<file path="config.mk">
export PLATFORM = sky130hd
export DESIGN_NAME = command_line_continuation_joiner_flat
export DESIGN_NICKNAME = d
export VERILOG_FILES = /design/src/hw/rtl/cclj_pkg.sv /design/src/hw/rtl/cclj_if.sv /design/src/hw/rtl/cclj_queue.sv /design/src/hw/rtl/cclj_front.sv /design/src/hw/rtl/cclj_back.sv /design/src/hw/rtl/command_line_continuation_joiner.sv /design/src/flat_wrapper.sv
export SDC_FILE = /design/constraint.sdc
export NUM_CORES = 1
export LEC_CHECK = 0
export BUFFER_PORTS_ARGS = -buffer_cell sky130_fd_sc_hd__buf_2
export CAP_MARGIN = 30
export CORE_UTILIZATION = 35
export DETAILED_ROUTE_END_ITERATION = 10
export GPL_ROUTABILITY_DRIVEN = 0
export GPL_TIMING_DRIVEN = 1
export PLACE_DENSITY = 0.6
export SLEW_MARGIN = 20
export SYNTH_ARGS = -nofsm -noshare
export SYNTH_HDL_FRONTEND = slang
export SYNTH_SLANG_ARGS = --single-unit
</file>
<file path="constraint.sdc">
create_clock -name clk_i -period 7.9 [get_ports clk_i]
set_input_delay 1.58 -clock clk_i [delete_from_list [all_inputs] [get_ports clk_i]]
set_output_delay 1.58 -clock clk_i [all_outputs]
set_load 0.01 [all_outputs]
</file>
<file path="src/hw/rtl/cclj_pkg.sv">
// Types and constants of the command line joiner.
`default_nettype none

package cclj_pkg;

  localparam int unsigned CAP_W   = 12;
  localparam int unsigned LEN_W   = 13;
  localparam int unsigned CNT_W   = 6;  // blank run count, covers the full BLANK_RUN range
  localparam int unsigned ADDR_W  = 6;  // blank store address, covers the full BLANK_RUN range

  localparam logic [CAP_W-1:0] CAP_RESET = 12'd1024;
  localparam logic [LEN_W-1:0] LEN_MAX   = 13'd8191;

  localparam logic [7:0] CH_HASH  = 8'h23;
  localparam logic [7:0] CH_BANG  = 8'h21;
  localparam logic [7:0] CH_QUOTE = 8'h22;
  localparam logic [7:0] CH_PLUS  = 8'h2B;
  localparam logic [7:0] CH_TAB   = 8'h09;
  localparam logic [7:0] CH_SPACE = 8'h20;

  localparam logic KIND_CHAR   = 1'b0;
  localparam logic KIND_STATUS = 1'b1;

  typedef enum logic [1:0] {
    ST_DONE      = 2'd0,
    ST_CONT      = 2'd1,
    ST_CMD_OVF   = 2'd2,
    ST_BLANK_OVF = 2'd3
  } status_e;

  typedef enum logic [2:0] {
    BK_IDLE,
    BK_PRE,
    BK_BLANK,
    BK_ENDC,
    BK_STAT
  } back_state_e;

  // One queued job: everything an input item emits, in emission order.
  typedef struct packed {
    logic             pre_v;
    logic [7:0]       pre_char;
    logic [CNT_W-1:0] nblank;
    logic             end_v;
    logic [7:0]       end_char;
    logic             stat_v;
    status_e          status;
  } job_t;

  typedef struct packed {
    logic              we;
    logic [ADDR_W-1:0] addr;
    logic              data;  // 1 = tab
  } blk_wr_t;

  typedef struct packed {
    logic blk_done;  // a job that read the blank store has finished
  } back_stat_t;

endpackage

`default_nettype wire

</file>
<file path="src/hw/rtl/cclj_if.sv">
// Input and output channel interfaces of the command line joiner.
`default_nettype none

interface cclj_in_if;
  logic       valid;
  logic       ready;
  logic [7:0] in_char;
  logic       has_char;
  logic       line_end;
  logic       quote_at_start;

  modport source (output valid, in_char, has_char, line_end, quote_at_start, input ready);
  modport sink   (input valid, in_char, has_char, line_end, quote_at_start, output ready);
endinterface

interface cclj_out_if;
  logic       valid;
  logic       ready;
  logic       kind;
  logic [7:0] out_char;
  logic [1:0] line_status;
  logic       last_of_run;

  modport source (output valid, kind, out_char, line_status, last_of_run, input ready);
  modport sink   (input valid, kind, out_char, line_status, last_of_run, output ready);
endinterface

`default_nettype wire

</file>
<file path="src/hw/rtl/cclj_queue.sv">
// Two-entry job queue between the front and back parts.
`default_nettype none

module cclj_queue (
  input  logic            clk_i,
  input  logic            rst_ni,
  input  logic            push_i,
  input  cclj_pkg::job_t  push_data_i,
  output logic            full_o,
  input  logic            pop_i,
  output cclj_pkg::job_t  pop_data_o,
  output logic            empty_o
);

  cclj_pkg::job_t ent_q [2];
  logic           wptr_q, wptr_d;
  logic           rptr_q, rptr_d;
  logic [1:0]     cnt_q, cnt_d;

  assign full_o     = (cnt_q == 2'd2);
  assign empty_o    = (cnt_q == 2'd0);
  assign pop_data_o = ent_q[rptr_q];

  always_comb begin
    wptr_d = wptr_q;
    rptr_d = rptr_q;
    cnt_d  = cnt_q;
    if (push_i) begin
      wptr_d = ~wptr_q;
    end
    if (pop_i) begin
      rptr_d = ~rptr_q;
    end
    unique case ({push_i, pop_i})
      2'b10:   cnt_d = cnt_q + 2'd1;
      2'b01:   cnt_d = cnt_q - 2'd1;
      default: cnt_d = cnt_q;
    endcase
  end

  always_ff @(posedge clk_i or negedge rst_ni) begin
    if (!rst_ni) begin
      wptr_q <= 1'b0;
      rptr_q <= 1'b0;
      cnt_q  <= 2'd0;
    end else begin
      wptr_q <= wptr_d;
      rptr_q <= rptr_d;
      cnt_q  <= cnt_d;
    end
  end

  always_ff @(posedge clk_i) begin
    if (push_i) begin
      ent_q[wptr_q] <= push_data_i;
    end
  end

endmodule

`default_nettype wire

</file>
<file path="src/hw/rtl/cclj_front.sv">
// Front part: takes characters, tracks line state, queues emission jobs.
`default_nettype none

module cclj_front #(
  parameter int unsigned BLANK_RUN = 32
) (
  input  logic                          clk_i,
  input  logic                          rst_ni,
  cclj_in_if.sink                       in_i,
  input  logic                          cfg_we_i,
  input  logic [cclj_pkg::CAP_W-1:0]    cfg_wdata_i,
  output logic                          push_o,
  output cclj_pkg::job_t                job_o,
  input  logic                          full_i,
  output cclj_pkg::blk_wr_t             wr_o,
  input  cclj_pkg::back_stat_t          bstat_i
);

  localparam int unsigned CW  = $clog2(BLANK_RUN + 2);
  localparam int unsigned LSW = cclj_pkg::LEN_W + 1;
  localparam logic [CW-1:0] RUN_MAX = CW'(BLANK_RUN);
  localparam logic [CW-1:0] RUN_OVF = CW'(BLANK_RUN + 1);

  logic [cclj_pkg::CAP_W-1:0] cap_q;
  logic quote_q, quote_d;
  logic comment_q, comment_d;
  logic null_q, null_d;
  logic start_q, start_d;
  logic [7:0] held_q, held_d;
  logic held_v_q, held_v_d;
  logic [CW-1:0] bcnt_q, bcnt_d;
  logic bovf_q, bovf_d;
  logic [cclj_pkg::LEN_W-1:0] llen_q, llen_d;
  logic [cclj_pkg::LEN_W-1:0] clen_q, clen_d;
  logic pend_q, pend_d;  // a blank-reading job is queued or running

  logic acc;
  logic [7:0] c;
  logic [CW-1:0] stored;
  logic [LSW-1:0] lsum;
  logic [LSW-1:0] csum;
  logic cont;
  cclj_pkg::status_e st;

  assign c         = in_i.in_char;
  assign in_i.ready = !full_i && !pend_q;
  assign acc       = in_i.valid && in_i.ready;

  always_comb begin
    quote_d   = quote_q;
    comment_d = comment_q;
    null_d    = null_q;
    start_d   = start_q;
    held_d    = held_q;
    held_v_d  = held_v_q;
    bcnt_d    = bcnt_q;
    bovf_d    = bovf_q;
    llen_d    = llen_q;
    clen_d    = clen_q;
    job_o     = '0;
    wr_o      = '0;
    stored    = '0;
    lsum      = '0;
    csum      = '0;
    cont      = 1'b0;
    st        = cclj_pkg::ST_DONE;

    if (acc && (in_i.has_char || in_i.line_end)) begin
      start_d = 1'b0;
      if (start_q) begin
        quote_d = in_i.quote_at_start;
        if (in_i.has_char && c == cclj_pkg::CH_HASH && clen_q == '0) begin
          null_d = 1'b1;
        end
      end

      if (in_i.has_char && !null_d && !comment_d) begin
        if (!quote_d && c == cclj_pkg::CH_BANG) begin
          comment_d = 1'b1;
        end else begin
          if (c == cclj_pkg::CH_QUOTE) begin
            quote_d = ~quote_d;
          end
          if (c == cclj_pkg::CH_SPACE || c == cclj_pkg::CH_TAB) begin
            if (bcnt_q < RUN_MAX) begin
              wr_o.we   = 1'b1;
              wr_o.addr = cclj_pkg::ADDR_W'(bcnt_q);
              wr_o.data = (c == cclj_pkg::CH_TAB);
              bcnt_d    = bcnt_q + 1'b1;
            end else begin
              bcnt_d = RUN_OVF;
            end
          end else begin
            // non-blank: release held char and the blank run behind it
            job_o.pre_v    = held_v_q;
            job_o.pre_char = held_q;
            if (bcnt_q > RUN_MAX) begin
              stored = RUN_MAX;
              bovf_d = 1'b1;
            end else begin
              stored = bcnt_q;
            end
            job_o.nblank = cclj_pkg::CNT_W'(stored);
            lsum   = {1'b0, llen_q} + LSW'(stored) + LSW'(1);
            llen_d = (lsum > LSW'(cclj_pkg::LEN_MAX)) ? cclj_pkg::LEN_MAX
                                                     : lsum[cclj_pkg::LEN_W-1:0];
            bcnt_d   = '0;
            held_d   = c;
            held_v_d = 1'b1;
          end
        end
      end

      if (in_i.line_end) begin
        csum = {1'b0, llen_d} + {1'b0, clen_q};
        if (null_d) begin
          st = cclj_pkg::ST_DONE;
        end else begin
          if (held_v_d) begin
            cont           = (held_d == cclj_pkg::CH_PLUS);
            job_o.end_v    = 1'b1;
            job_o.end_char = cont ? cclj_pkg::CH_SPACE : held_d;
          end
          priority if (bovf_d) begin
            st = cclj_pkg::ST_BLANK_OVF;
          end else if (csum > LSW'(cap_q)) begin
            st = cclj_pkg::ST_CMD_OVF;
          end else if (cont) begin
            st = cclj_pkg::ST_CONT;
          end else begin
            st = cclj_pkg::ST_DONE;
          end
        end
        clen_d       = (st == cclj_pkg::ST_CONT) ? csum[cclj_pkg::LEN_W-1:0] : '0;
        job_o.stat_v = 1'b1;
        job_o.status = st;
        comment_d = 1'b0;
        null_d    = 1'b0;
        start_d   = 1'b1;
        held_d    = '0;
        held_v_d  = 1'b0;
        bcnt_d    = '0;
        bovf_d    = 1'b0;
        llen_d    = '0;
      end
    end

    push_o = acc && (job_o.pre_v || job_o.nblank != '0 || job_o.end_v || job_o.stat_v);

    pend_d = pend_q;
    if (push_o && job_o.nblank != '0) begin
      pend_d = 1'b1;
    end else if (bstat_i.blk_done) begin
      pend_d = 1'b0;
    end
  end

  always_ff @(posedge clk_i or negedge rst_ni) begin
    if (!rst_ni) begin
      cap_q     <= cclj_pkg::CAP_RESET;
      quote_q   <= 1'b0;
      comment_q <= 1'b0;
      null_q    <= 1'b0;
      start_q   <= 1'b1;
      held_q    <= '0;
      held_v_q  <= 1'b0;
      bcnt_q    <= '0;
      bovf_q    <= 1'b0;
      llen_q    <= '0;
      clen_q    <= '0;
      pend_q    <= 1'b0;
    end else begin
      if (cfg_we_i) begin
        cap_q <= cfg_wdata_i;
      end
      quote_q   <= quote_d;
      comment_q <= comment_d;
      null_q    <= null_d;
      start_q   <= start_d;
      held_q    <= held_d;
      held_v_q  <= held_v_d;
      bcnt_q    <= bcnt_d;
      bovf_q    <= bovf_d;
      llen_q    <= llen_d;
      clen_q    <= clen_d;
      pend_q    <= pend_d;
    end
  end

endmodule

`default_nettype wire

</file>
<file path="src/hw/rtl/cclj_back.sv">
// Back part: blank store and result sequencer, one result per transfer.
`default_nettype none

module cclj_back #(
  parameter int unsigned BLANK_RUN = 32
) (
  input  logic                  clk_i,
  input  logic                  rst_ni,
  input  logic                  empty_i,
  input  cclj_pkg::job_t        job_i,
  output logic                  pop_o,
  input  cclj_pkg::blk_wr_t     wr_i,
  output cclj_pkg::back_stat_t  bstat_o,
  cclj_out_if.source            out_o
);

  localparam int unsigned CW = $clog2(BLANK_RUN + 2);
  localparam int unsigned IW = $clog2(BLANK_RUN);
  localparam int unsigned XW = cclj_pkg::CNT_W + 1;

  logic                    mem [BLANK_RUN];
  logic                    rd_q;
  logic [IW-1:0]           raddr;

  cclj_pkg::back_state_e   state_q, state_d, after, first, tail;
  cclj_pkg::job_t          job_q, job_d;
  logic [CW-1:0]           idx_q, idx_d;
  logic                    fire;

  assign fire = out_o.valid && out_o.ready;

  always_comb begin
    state_d = state_q;
    job_d   = job_q;
    idx_d   = idx_q;
    pop_o   = 1'b0;

    tail = job_q.end_v ? cclj_pkg::BK_ENDC
         : (job_q.stat_v ? cclj_pkg::BK_STAT : cclj_pkg::BK_IDLE);

    if (job_i.pre_v) begin
      first = cclj_pkg::BK_PRE;
    end else if (job_i.nblank != '0) begin
      first = cclj_pkg::BK_BLANK;
    end else if (job_i.end_v) begin
      first = cclj_pkg::BK_ENDC;
    end else begin
      first = cclj_pkg::BK_STAT;
    end

    unique case (state_q)
      cclj_pkg::BK_IDLE:  after = cclj_pkg::BK_IDLE;
      cclj_pkg::BK_PRE:   after = (job_q.nblank != '0) ? cclj_pkg::BK_BLANK : tail;
      cclj_pkg::BK_BLANK: after = (XW'(idx_q) + XW'(1) < XW'(job_q.nblank))
                                  ? cclj_pkg::BK_BLANK : tail;
      cclj_pkg::BK_ENDC:  after = job_q.stat_v ? cclj_pkg::BK_STAT : cclj_pkg::BK_IDLE;
      cclj_pkg::BK_STAT:  after = cclj_pkg::BK_IDLE;
      default:            after = cclj_pkg::BK_IDLE;
    endcase

    if (state_q == cclj_pkg::BK_IDLE) begin
      if (!empty_i) begin
        pop_o   = 1'b1;
        job_d   = job_i;
        idx_d   = '0;
        state_d = first;
      end
    end else if (fire) begin
      state_d = after;
      if (state_q == cclj_pkg::BK_BLANK) begin
        idx_d = idx_q + 1'b1;
      end
    end

    // read the blank the next cycle will show
    raddr = (idx_d < CW'(BLANK_RUN)) ? idx_d[IW-1:0] : '0;

    bstat_o.blk_done = fire && (after == cclj_pkg::BK_IDLE) && (job_q.nblank != '0);

    out_o.valid       = (state_q != cclj_pkg::BK_IDLE);
    out_o.kind        = (state_q == cclj_pkg::BK_STAT) ? cclj_pkg::KIND_STATUS
                                                       : cclj_pkg::KIND_CHAR;
    out_o.line_status = (state_q == cclj_pkg::BK_STAT) ? job_q.status : cclj_pkg::ST_DONE;
    out_o.last_of_run = (after == cclj_pkg::BK_IDLE);
    unique case (state_q)
      cclj_pkg::BK_PRE:   out_o.out_char = job_q.pre_char;
      cclj_pkg::BK_BLANK: out_o.out_char = rd_q ? cclj_pkg::CH_TAB : cclj_pkg::CH_SPACE;
      cclj_pkg::BK_ENDC:  out_o.out_char = job_q.end_char;
      default:            out_o.out_char = '0;
    endcase
  end

  always_ff @(posedge clk_i or negedge rst_ni) begin
    if (!rst_ni) begin
      state_q <= cclj_pkg::BK_IDLE;
      idx_q   <= '0;
    end else begin
      state_q <= state_d;
      idx_q   <= idx_d;
    end
  end

  always_ff @(posedge clk_i) begin
    job_q <= job_d;
  end

  always_ff @(posedge clk_i) begin
    if (wr_i.we) begin
      mem[wr_i.addr[IW-1:0]] <= wr_i.data;
    end
    rd_q <= mem[raddr];
  end

endmodule

`default_nettype wire

</file>
<file path="src/hw/rtl/command_line_continuation_joiner.sv">
// Command line joiner top level: front classifier, job queue, back sequencer.
//
// Takes one character per input transfer and emits the cleaned command text,
// one result per output transfer, then a status result at each line end
// (complete, continue, command overflow, blank run overflow). Unquoted '!'
// starts a dropped comment, '"' toggles quoting, trailing blanks are stripped
// by holding back the last non-blank and the blank run after it, a final '+'
// becomes a blank and means continue, and a leading '#' on an empty command
// makes a null line. A blank, comment or otherwise silent item queues no
// job; an item that emits results is popped by the back sequencer from idle,
// which then gives one result per cycle while the output is ready. The front
// takes items while the two-entry job queue has room, except that once a job
// reading the blank run store is queued it holds off until that job's last
// result has been transferred and a registered pending flag has cleared, since
// the store has one write and one read port. The blank store needs no
// clearing pass.
`default_nettype none

module command_line_continuation_joiner #(
  parameter int unsigned BLANK_RUN = 32  // stored blanks per run, 2..61
) (
  input  logic                        clk_i,
  input  logic                        rst_ni,
  input  logic                        cfg_we_i,
  input  logic [cclj_pkg::CAP_W-1:0]  cfg_wdata_i,  // command_capacity
  cclj_in_if.sink                     in_i,
  cclj_out_if.source                  out_o
);

  logic                  push;
  logic                  full;
  logic                  pop;
  logic                  empty;
  cclj_pkg::job_t        push_job;
  cclj_pkg::job_t        pop_job;
  cclj_pkg::blk_wr_t     blk_wr;
  cclj_pkg::back_stat_t  bstat;

  // front: line state, capacity register, blank store writes
  cclj_front #(.BLANK_RUN(BLANK_RUN)) u_front (
    .clk_i       (clk_i),
    .rst_ni      (rst_ni),
    .in_i        (in_i),
    .cfg_we_i    (cfg_we_i),
    .cfg_wdata_i (cfg_wdata_i),
    .push_o      (push),
    .job_o       (push_job),
    .full_i      (full),
    .wr_o        (blk_wr),
    .bstat_i     (bstat)
  );

  // jobs in flight between the two sides
  cclj_queue u_queue (
    .clk_i       (clk_i),
    .rst_ni      (rst_ni),
    .push_i      (push),
    .push_data_i (push_job),
    .full_o      (full),
    .pop_i       (pop),
    .pop_data_o  (pop_job),
    .empty_o     (empty)
  );

  // back: blank store and per-result output transfer
  cclj_back #(.BLANK_RUN(BLANK_RUN)) u_back (
    .clk_i   (clk_i),
    .rst_ni  (rst_ni),
    .empty_i (empty),
    .job_i   (pop_job),
    .pop_o   (pop),
    .wr_i    (blk_wr),
    .bstat_o (bstat),
    .out_o   (out_o)
  );

endmodule

`default_nettype wire

</file>
<file path="src/flat_wrapper.sv">
// flat-port wrapper written by rule: the top's interface ports become plain ports
module command_line_continuation_joiner_flat 
#(
  parameter int unsigned BLANK_RUN = 32                                 
)
  (clk_i, rst_ni, cfg_we_i, cfg_wdata_i, in_i_valid, in_i_in_char, in_i_has_char, in_i_line_end, in_i_quote_at_start, in_i_ready, out_o_valid, out_o_kind, out_o_out_char, out_o_line_status, out_o_last_of_run, out_o_ready);
  cclj_in_if in_i_i ();
  cclj_out_if out_o_i ();
  input  logic clk_i;
  input  logic rst_ni;
  input  logic cfg_we_i;
  input  logic [cclj_pkg::CAP_W-1:0] cfg_wdata_i;
  input wire logic [$bits(in_i_i.valid)-1:0] in_i_valid;
  input wire logic [$bits(in_i_i.in_char)-1:0] in_i_in_char;
  input wire logic [$bits(in_i_i.has_char)-1:0] in_i_has_char;
  input wire logic [$bits(in_i_i.line_end)-1:0] in_i_line_end;
  input wire logic [$bits(in_i_i.quote_at_start)-1:0] in_i_quote_at_start;
  output wire logic [$bits(in_i_i.ready)-1:0] in_i_ready;
  output wire logic [$bits(out_o_i.valid)-1:0] out_o_valid;
  output wire logic [$bits(out_o_i.kind)-1:0] out_o_kind;
  output wire logic [$bits(out_o_i.out_char)-1:0] out_o_out_char;
  output wire logic [$bits(out_o_i.line_status)-1:0] out_o_line_status;
  output wire logic [$bits(out_o_i.last_of_run)-1:0] out_o_last_of_run;
  input wire logic [$bits(out_o_i.ready)-1:0] out_o_ready;
  assign in_i_i.valid = in_i_valid;
  assign in_i_i.in_char = in_i_in_char;
  assign in_i_i.has_char = in_i_has_char;
  assign in_i_i.line_end = in_i_line_end;
  assign in_i_i.quote_at_start = in_i_quote_at_start;
  assign in_i_ready = in_i_i.ready;
  assign out_o_valid = out_o_i.valid;
  assign out_o_kind = out_o_i.kind;
  assign out_o_out_char = out_o_i.out_char;
  assign out_o_line_status = out_o_i.line_status;
  assign out_o_last_of_run = out_o_i.last_of_run;
  assign out_o_i.ready = out_o_ready;
  command_line_continuation_joiner #(.BLANK_RUN(BLANK_RUN)) u_core (.clk_i(clk_i), .rst_ni(rst_ni), .cfg_we_i(cfg_we_i), .cfg_wdata_i(cfg_wdata_i), .in_i(in_i_i), .out_o(out_o_i));
endmodule
</file>
---- Yosys cells after proc, flatten, opt, wreduce, memory -nomap -nowiden ----
Memories as Yosys holds them, arrays and structs flattened. A register that Yosys moved wholly into a read port is not among the register bits.
Cells that the tools add are included.
cells by class
  add/subtract/negate cells ............... 8
  magnitude comparators ................... 6
  eq/ne operators ......................... 16
  multiplexer cells ....................... 98
  bitwise operators ....................... 4
  reduce and logical (&&, ||, !) cells .... 41
operator list
  cell                   count
  $mux 13                7
  $mux 6                 15
  $mux 8                 11
  $mux 15                3
  $eq 8x6->1 const B     5
  $mux 1                 38
  $mux 3                 10
  $mux 27                1
  $pmux 8 s3             1
  $mux 9                 2
  $reduce_bool 6->1      3
  $add 13x13->14         1
  $add 13x6->14          1
  $add 14x1->14 const B  1
  $gt 14x12->1           1
  $gt 14x13->1 const B   1
  $logic_and 1x1->1      13
  $logic_not 13->1       1
  $add 6x1->6 const B    2
  $lt 6x6->1 const B     2
  $mux 12                1
  $mux 2                 6
  $reduce_bool 2->1      5
  $pmux 3 s3             1
  other kinds (22)       41
storage, ports and cells
  register bits after elaboration ......... 98
  RAM bits ................................ 86
  input port bits ......................... 28
  word-level logic and storage cells ...... 198
  memories kept ........................... 2
memory list
  memory                words  bits a word  read ports  clocked after memory_dff  write ports  RTL line          text
  u_core.u_queue.ent_q  2      27           1           0                         1            cclj_queue.sv:15  cclj_pkg::job_t ent_q [2];
  u_core.u_back.mem     32     1            1           1                         1            cclj_back.sv:21   logic mem [BLANK_RUN];

---- Longest topological paths before layout ----
  depth after elaboration ................. 35
  gate-level depth with buffers ........... 31
  gate-level depth less buffers ........... 29

---- By module ----
From an unflattened synthesis, not the netlist that was laid out.
second synthesis, totals
  cells, all modules ...................... 956
  area, all modules ....................... 10349.9 µm²
by module, submodules not included
  module      instances  cells an instance  area each (µm²)  sequential area each (µm²)
  cclj_front  1          552                4647.0           1478.9
  cclj_back   1          304                3470.8           1986.9
  cclj_queue  1          100                2232.1           1721.7

---- Least setup slack after synthesis ----
No wires, ideal clock.
  kind .................................... input-to-reg
  start ................................... input in_i_in_char[4]
  end ..................................... memory u_core.u_queue.ent_q[0][1] (netlist name) (data pin)
  data arrival time ....................... 6776 ps
  data required time ...................... 7642 ps
  setup slack ............................. 866 ps
  stages on the path ...................... 24
  buffers on the path ..................... 3
  cell sequence ........................... or4_1 or3_1 and3_1 buf_2 clkbuf_1 nand3_1 nand2_1 ha_1 fa_1 a211oi_1 o21ai_1 o31a_1 a21o_1 a21oi_1 xor2_1 inv_1 ha_1 nand4_1 nor4_1 a21oi_1 a221oi_1 o2111ai_1 buf_2 and2_1
RTL lines
  what             RTL line            text
  start, declared  flat_wrapper.sv:14  input wire logic [$bits(in_i_i.in_char)-1:0] in_i_in_char;
  end, declared    cclj_queue.sv:15

---- Final worst setup path ----
  start ................................... register u_core.u_front.bcnt_q[3]
  end ..................................... register u_core.u_front.clen_q[6] (netlist name)
on the way
  word-level cells in the longest chain between the ends .. 23
  elaborated cells between the ends (all ways) .. 28
  classes of those cells .................. add/sub: 3; order compare: 3; eq/ne: 1; mux: 21
ends and longest elaborated chain
  what                    RTL line           text
  start, declared         cclj_front.sv:31   logic [CW-1:0] bcnt_q, bcnt_d;
  start signal, assigned  cclj_front.sv:182  bcnt_q <= bcnt_d;
  $gt 6x6->1              cclj_front.sv:97   if (bcnt_q > RUN_MAX) begin
  $mux 6                  cclj_front.sv:97
  $mux 6                  cclj_front.sv:84   if (c == cclj_pkg::CH_SPACE || c == cclj_pkg::CH_TAB) begin
  $mux 6                  cclj_front.sv:78   if (!quote_d && c == cclj_pkg::CH_BANG) begin
  $mux 6                  cclj_front.sv:77   if (in_i.has_char && !null_d && !comment_d) begin
  $mux 6                  cclj_front.sv:68   if (acc && (in_i.has_char || in_i.line_end)) begin
  $add 13x6->14           cclj_front.sv:104  lsum = {1'b0, llen_q} + LSW'(stored) + LSW'(1);
  $add 14x1->14           cclj_front.sv:104
  [... 7 more ...]        n/a
  $gt 14x12->1            cclj_front.sv:126  end else if (csum > LSW'(cap_q)) begin
  $mux 2                  cclj_front.sv:126
  $mux 2                  cclj_front.sv:124  priority if (bovf_d) begin
  $mux 2                  cclj_front.sv:116  if (null_d) begin
  $mux 2                  cclj_front.sv:114  if (in_i.line_end) begin
  $mux 2                  cclj_front.sv:68
  $eq 2x1->1              cclj_front.sv:134  clen_d = (st == cclj_pkg::ST_CONT) ? csum[cclj_pkg::LEN_W-1:0] : '0;
  $mux 13 *               cclj_front.sv:134
  end signal, assigned    cclj_front.sv:185  clen_q <= clen_d;
  end, declared           cclj_front.sv:34   logic [cclj_pkg::LEN_W-1:0] clen_q, clen_d;
Mark *: on every way between the ends. The rest lies on a longest branch, timed or not. The select of a mux whose other input is x is not followed.
A chain may end at the register's enable or synchronous reset.

==> summary.txt <==
Die
  – Full die area: a little under 0.03 mm2
  – Die Height: 171 um
  – Core footprint: 0.0279 mm2
  – Row cnt: slightly above 60
  – DIE WIDTH: approximately 170 um
  – Initial Utilization: between 30% and 40%
  – Ports: 42

Worst setup path
  – FF-to-FF setup slack: around 0.63 ns
  – CP startpoint kind: register
  – Crit path DAT: roughly 7.6 ns
  – Max FO, Critical Path: 12
  – Crit Path Category: reg2reg
  – Endpoint class of the critical path: register
  – Delay-heaviest family, CP: compound AO/OA/AOI/OAI gates
  – Worst Path Buf+Inv: 4
  – Slowest cell on crit path: dfrtp_1
  – Required @ worst endpoint: 8.25 ns
  – CP max stage delay: between 0.5 and 0.6 ns
  – CP most frequent cell: ha_1

Drt
  – 1st-iter DRT viols: ~570
  – Final WL: approximately 23000 um
  – # DRC: 0
  – Drt wl/cell: between 15 and 20 um
  – Via/cell ratio: 5.24
  – First-pass DRT Iterations: 5
  – Vias: between 7000 and 8000
  – ANT nets after route: 0

Synthesis
  – Async set or reset register ratio after synthesis: approximately 40%
  – Library cells used by synthesis: 80
  – Net Count, Synth: about 1000
  – Cell with the most instances after synthesis: edfxtp_1
  – Post-synthesis average cell area: approximately 11 um2
  – Mapped cell area: about 0.010 mm2
  – Synth area leaders: edfxtp_1 34%, dfrtp_1 18%, ha_1 5.1%
  – Most frequent cells after synthesis: 112 x edfxtp_1, 94 x nor2_1, 88 x nand2_1, 70 x dfrtp_1, 55 x inv_1
  – Synth area leader: edfxtp_1
  – Post-Syn Instances: 927
  – Syn. warnings: 0
  – Post-synth EDFFs: 112
  – Main synth FF type: edfxtp_1
  – Sequential area share after synthesis: around 52%
  – Top-area cell type share of the netlist area: between 30 and 40%
  – #FFs+latches synth: ~190

Clock network
  – Sink Count: around 190
  – CTS H-tree depth: 4
  – Clock slew at reported path FFs: 0.08 ns
  – CTS Buf Count: 17
  – Root buf cell: clkbuf_16
  – Clk buf depth: 2
  – Post-CTS Hold Buffers: 0
  – CTS tree: yes
  – Clock latency on the worst-skew pair: between 0.4 and 0.5 ns

STA
  – Count of pins over their slew limit: 0
  – Part of the cycle the worst path needs: between 90 and 100%
  – Hold Violations, Final: 0
  – Clock Skew: between 0.02 and 0.025 ns
  – Setup tns final: 0 ns
  – RSZ-0062 raised after global routing: no
  – Worst-Margin Slew: between 0.8 and 0.9 ns
  – Final min period: slightly above 7 ns
  – Worst rel slew slack: about two fifths
  – Setup-failing EPs final: 0
  – Final worst slack: about 0.63 ns
  – Achievable Freq: between 100 and 150 MHz

GRT
  – Initial antenna violation count: 1
  – First-pass GRT wire length: 37100 um
  – Vias in the first global route: about 7000
  – GR Util All Layers: 16.4%
  – Total grt overflow: 0
  – Largest net degree at the start of global routing: 38

Final layout
  – Synth-to-layout area growth: 12.8%
  – Final core occ: between 40 and 50%
  – Non-filler cells, final: approximately 1400
  – Fin nets: ~1000
  – Fraction of layout cells with a size suffix above 1: between 15 and 20%

Pwr
  – Peak VDD IR: 131 uV
  – PD cells: around 190 mW/mm2
  – Lkg Pwr: 4.32 nW

Hold path
  – Hold WC Path Type: reg2reg

Placed design
  – Final HPWL DP: around 17000 um
  – Post-Place Cells: 1327
  – PortBufs: 41
  – Pre-CTS WS: 0.426 ns

Flow run
  – MaxCap Viol Count: 0

Run status
  – Status: finished, final reports clean
[what timing repair did]
action	CTS	global route
setup buffers	0	0
resized for setup	0	2
setup endpoints to repair	0	8
[flip-flops by register name (all words and copies together), names as in the netlist, 2 cells and up]
| signal | flops |
|---|---|
| u_core.u_front.cap_q | 12 |
| u_core.u_back.idx_q | 6 |
| u_core.u_back.job_q | 26 |
| u_core.u_queue.ent_q | 54 |
| u_core.u_front.bcnt_q | 6 |
| u_core.u_back.state_q | 3 |
| u_core.u_front.clen_q | 13 |
| u_core.u_front.llen_q | 13 |
| u_core.u_queue.cnt_q | 2 |
| u_core.u_front.held_q | 8 |
| u_core.u_back.mem | 32 |
[where the power goes]
part / switching (mW) / leakage [nW] / internal [mW]
logic: 0.111 / 2.17 / 0.0665
clock network: 0.431 / 0.292 / 0.429
registers: 0.0215 / 1.86 / 1.03
total: 0.563 / 4.32 / 1.52
[logic make-up after synthesis]
kind of cell             synth area share [%]
flip-flops                               51.9
XOR/XNOR                                 2.63
multiplexers                             4.96
AND/OR/NAND/NOR                          15.1
buffers and inverters                    3.59
AO/OA/AOI/OAI                            16.1
adder cells (fa/ha/maj)                  5.63
[area by class of cell]
type	instances	area (um2)
fill	2700	16700
sequential	185	5190
multi-input combinational	651	4470
tap	378	473
clock buffer	17	425
timing repair buffer	56	333
inverter	57	214
clock inverter	15	174
antenna	1	2.50
[cells in the final DEF, fill, tap and decap left out, types with 21 or more instances in the layout]
master / n
o21ai_0: 42
inv_1: 55
mux2_2: 32
a21oi_1: 43
dfrtp_1: 70
buf_2: 40
edfxtp_1: 112
nand3_1: 21
nand2_1: 88
ha_1: 41
nor2_1: 93
[worst register-to-register path: cells and delay by family (launching register included)]
kind            cells  cell delay, ns
buf+inv             4            0.64
flops               1            0.52
simple gates        6            1.27
compound gates     14            3.19
fa+ha+maj           4            1.27
xor+xnor            1            0.30
[worst paths after layout]
kind | start | to | cells past startpoint
min in group asynchronous | rst_ni | u_core.u_front.clen_q[12]$_DFFE_PN0P_ | 1
setup / recovery | u_core.u_front.bcnt_q[3]$_DFFE_PN0P_ | u_core.u_front.clen_q[6]$_DFFE_PN0P_ | 29
setup reg to reg | u_core.u_front.bcnt_q[3]$_DFFE_PN0P_ | u_core.u_front.clen_q[6]$_DFFE_PN0P_ | 29
max in group asynchronous | rst_ni | u_core.u_front.bcnt_q[4]$_DFFE_PN0P_ | 2
hold reg to reg | u_core.u_queue.cnt_q[1]$_DFFE_PN0P_ | u_core.u_queue.cnt_q[1]$_DFFE_PN0P_ | 1
hold / removal | u_core.u_queue.cnt_q[1]$_DFFE_PN0P_ | u_core.u_queue.cnt_q[1]$_DFFE_PN0P_ | 1
[routing by layer]
metal | track usage (%) | vias up | share of wire (%)
li1 | - | 3507 | -
met1 | 22.4 | 3467 | 49
met2 | 26.4 | 120 | 46
met3 | 2.82 | 27 | 3.2
met4 | 5.32 | 0 | 1.7
met5 | 0 | - | 0
[metrics by stage]
stage / instance area [um2] / hold slack, ns / power, mW
6_report: 11300 / 0.515 / 2.09
5_1_grt: 11300 / 0.539 / 2.17
4_1_cts: 11300 / 0.516 / 2.10
3_5_place_dp: 10700 / 0.503 / 1.25
3_3_place_gp: 10700 / 0.492 / 1.25
2_1_floorplan: 9990 / 0.461 / 1.19
(Power assumes the default switching activity.)
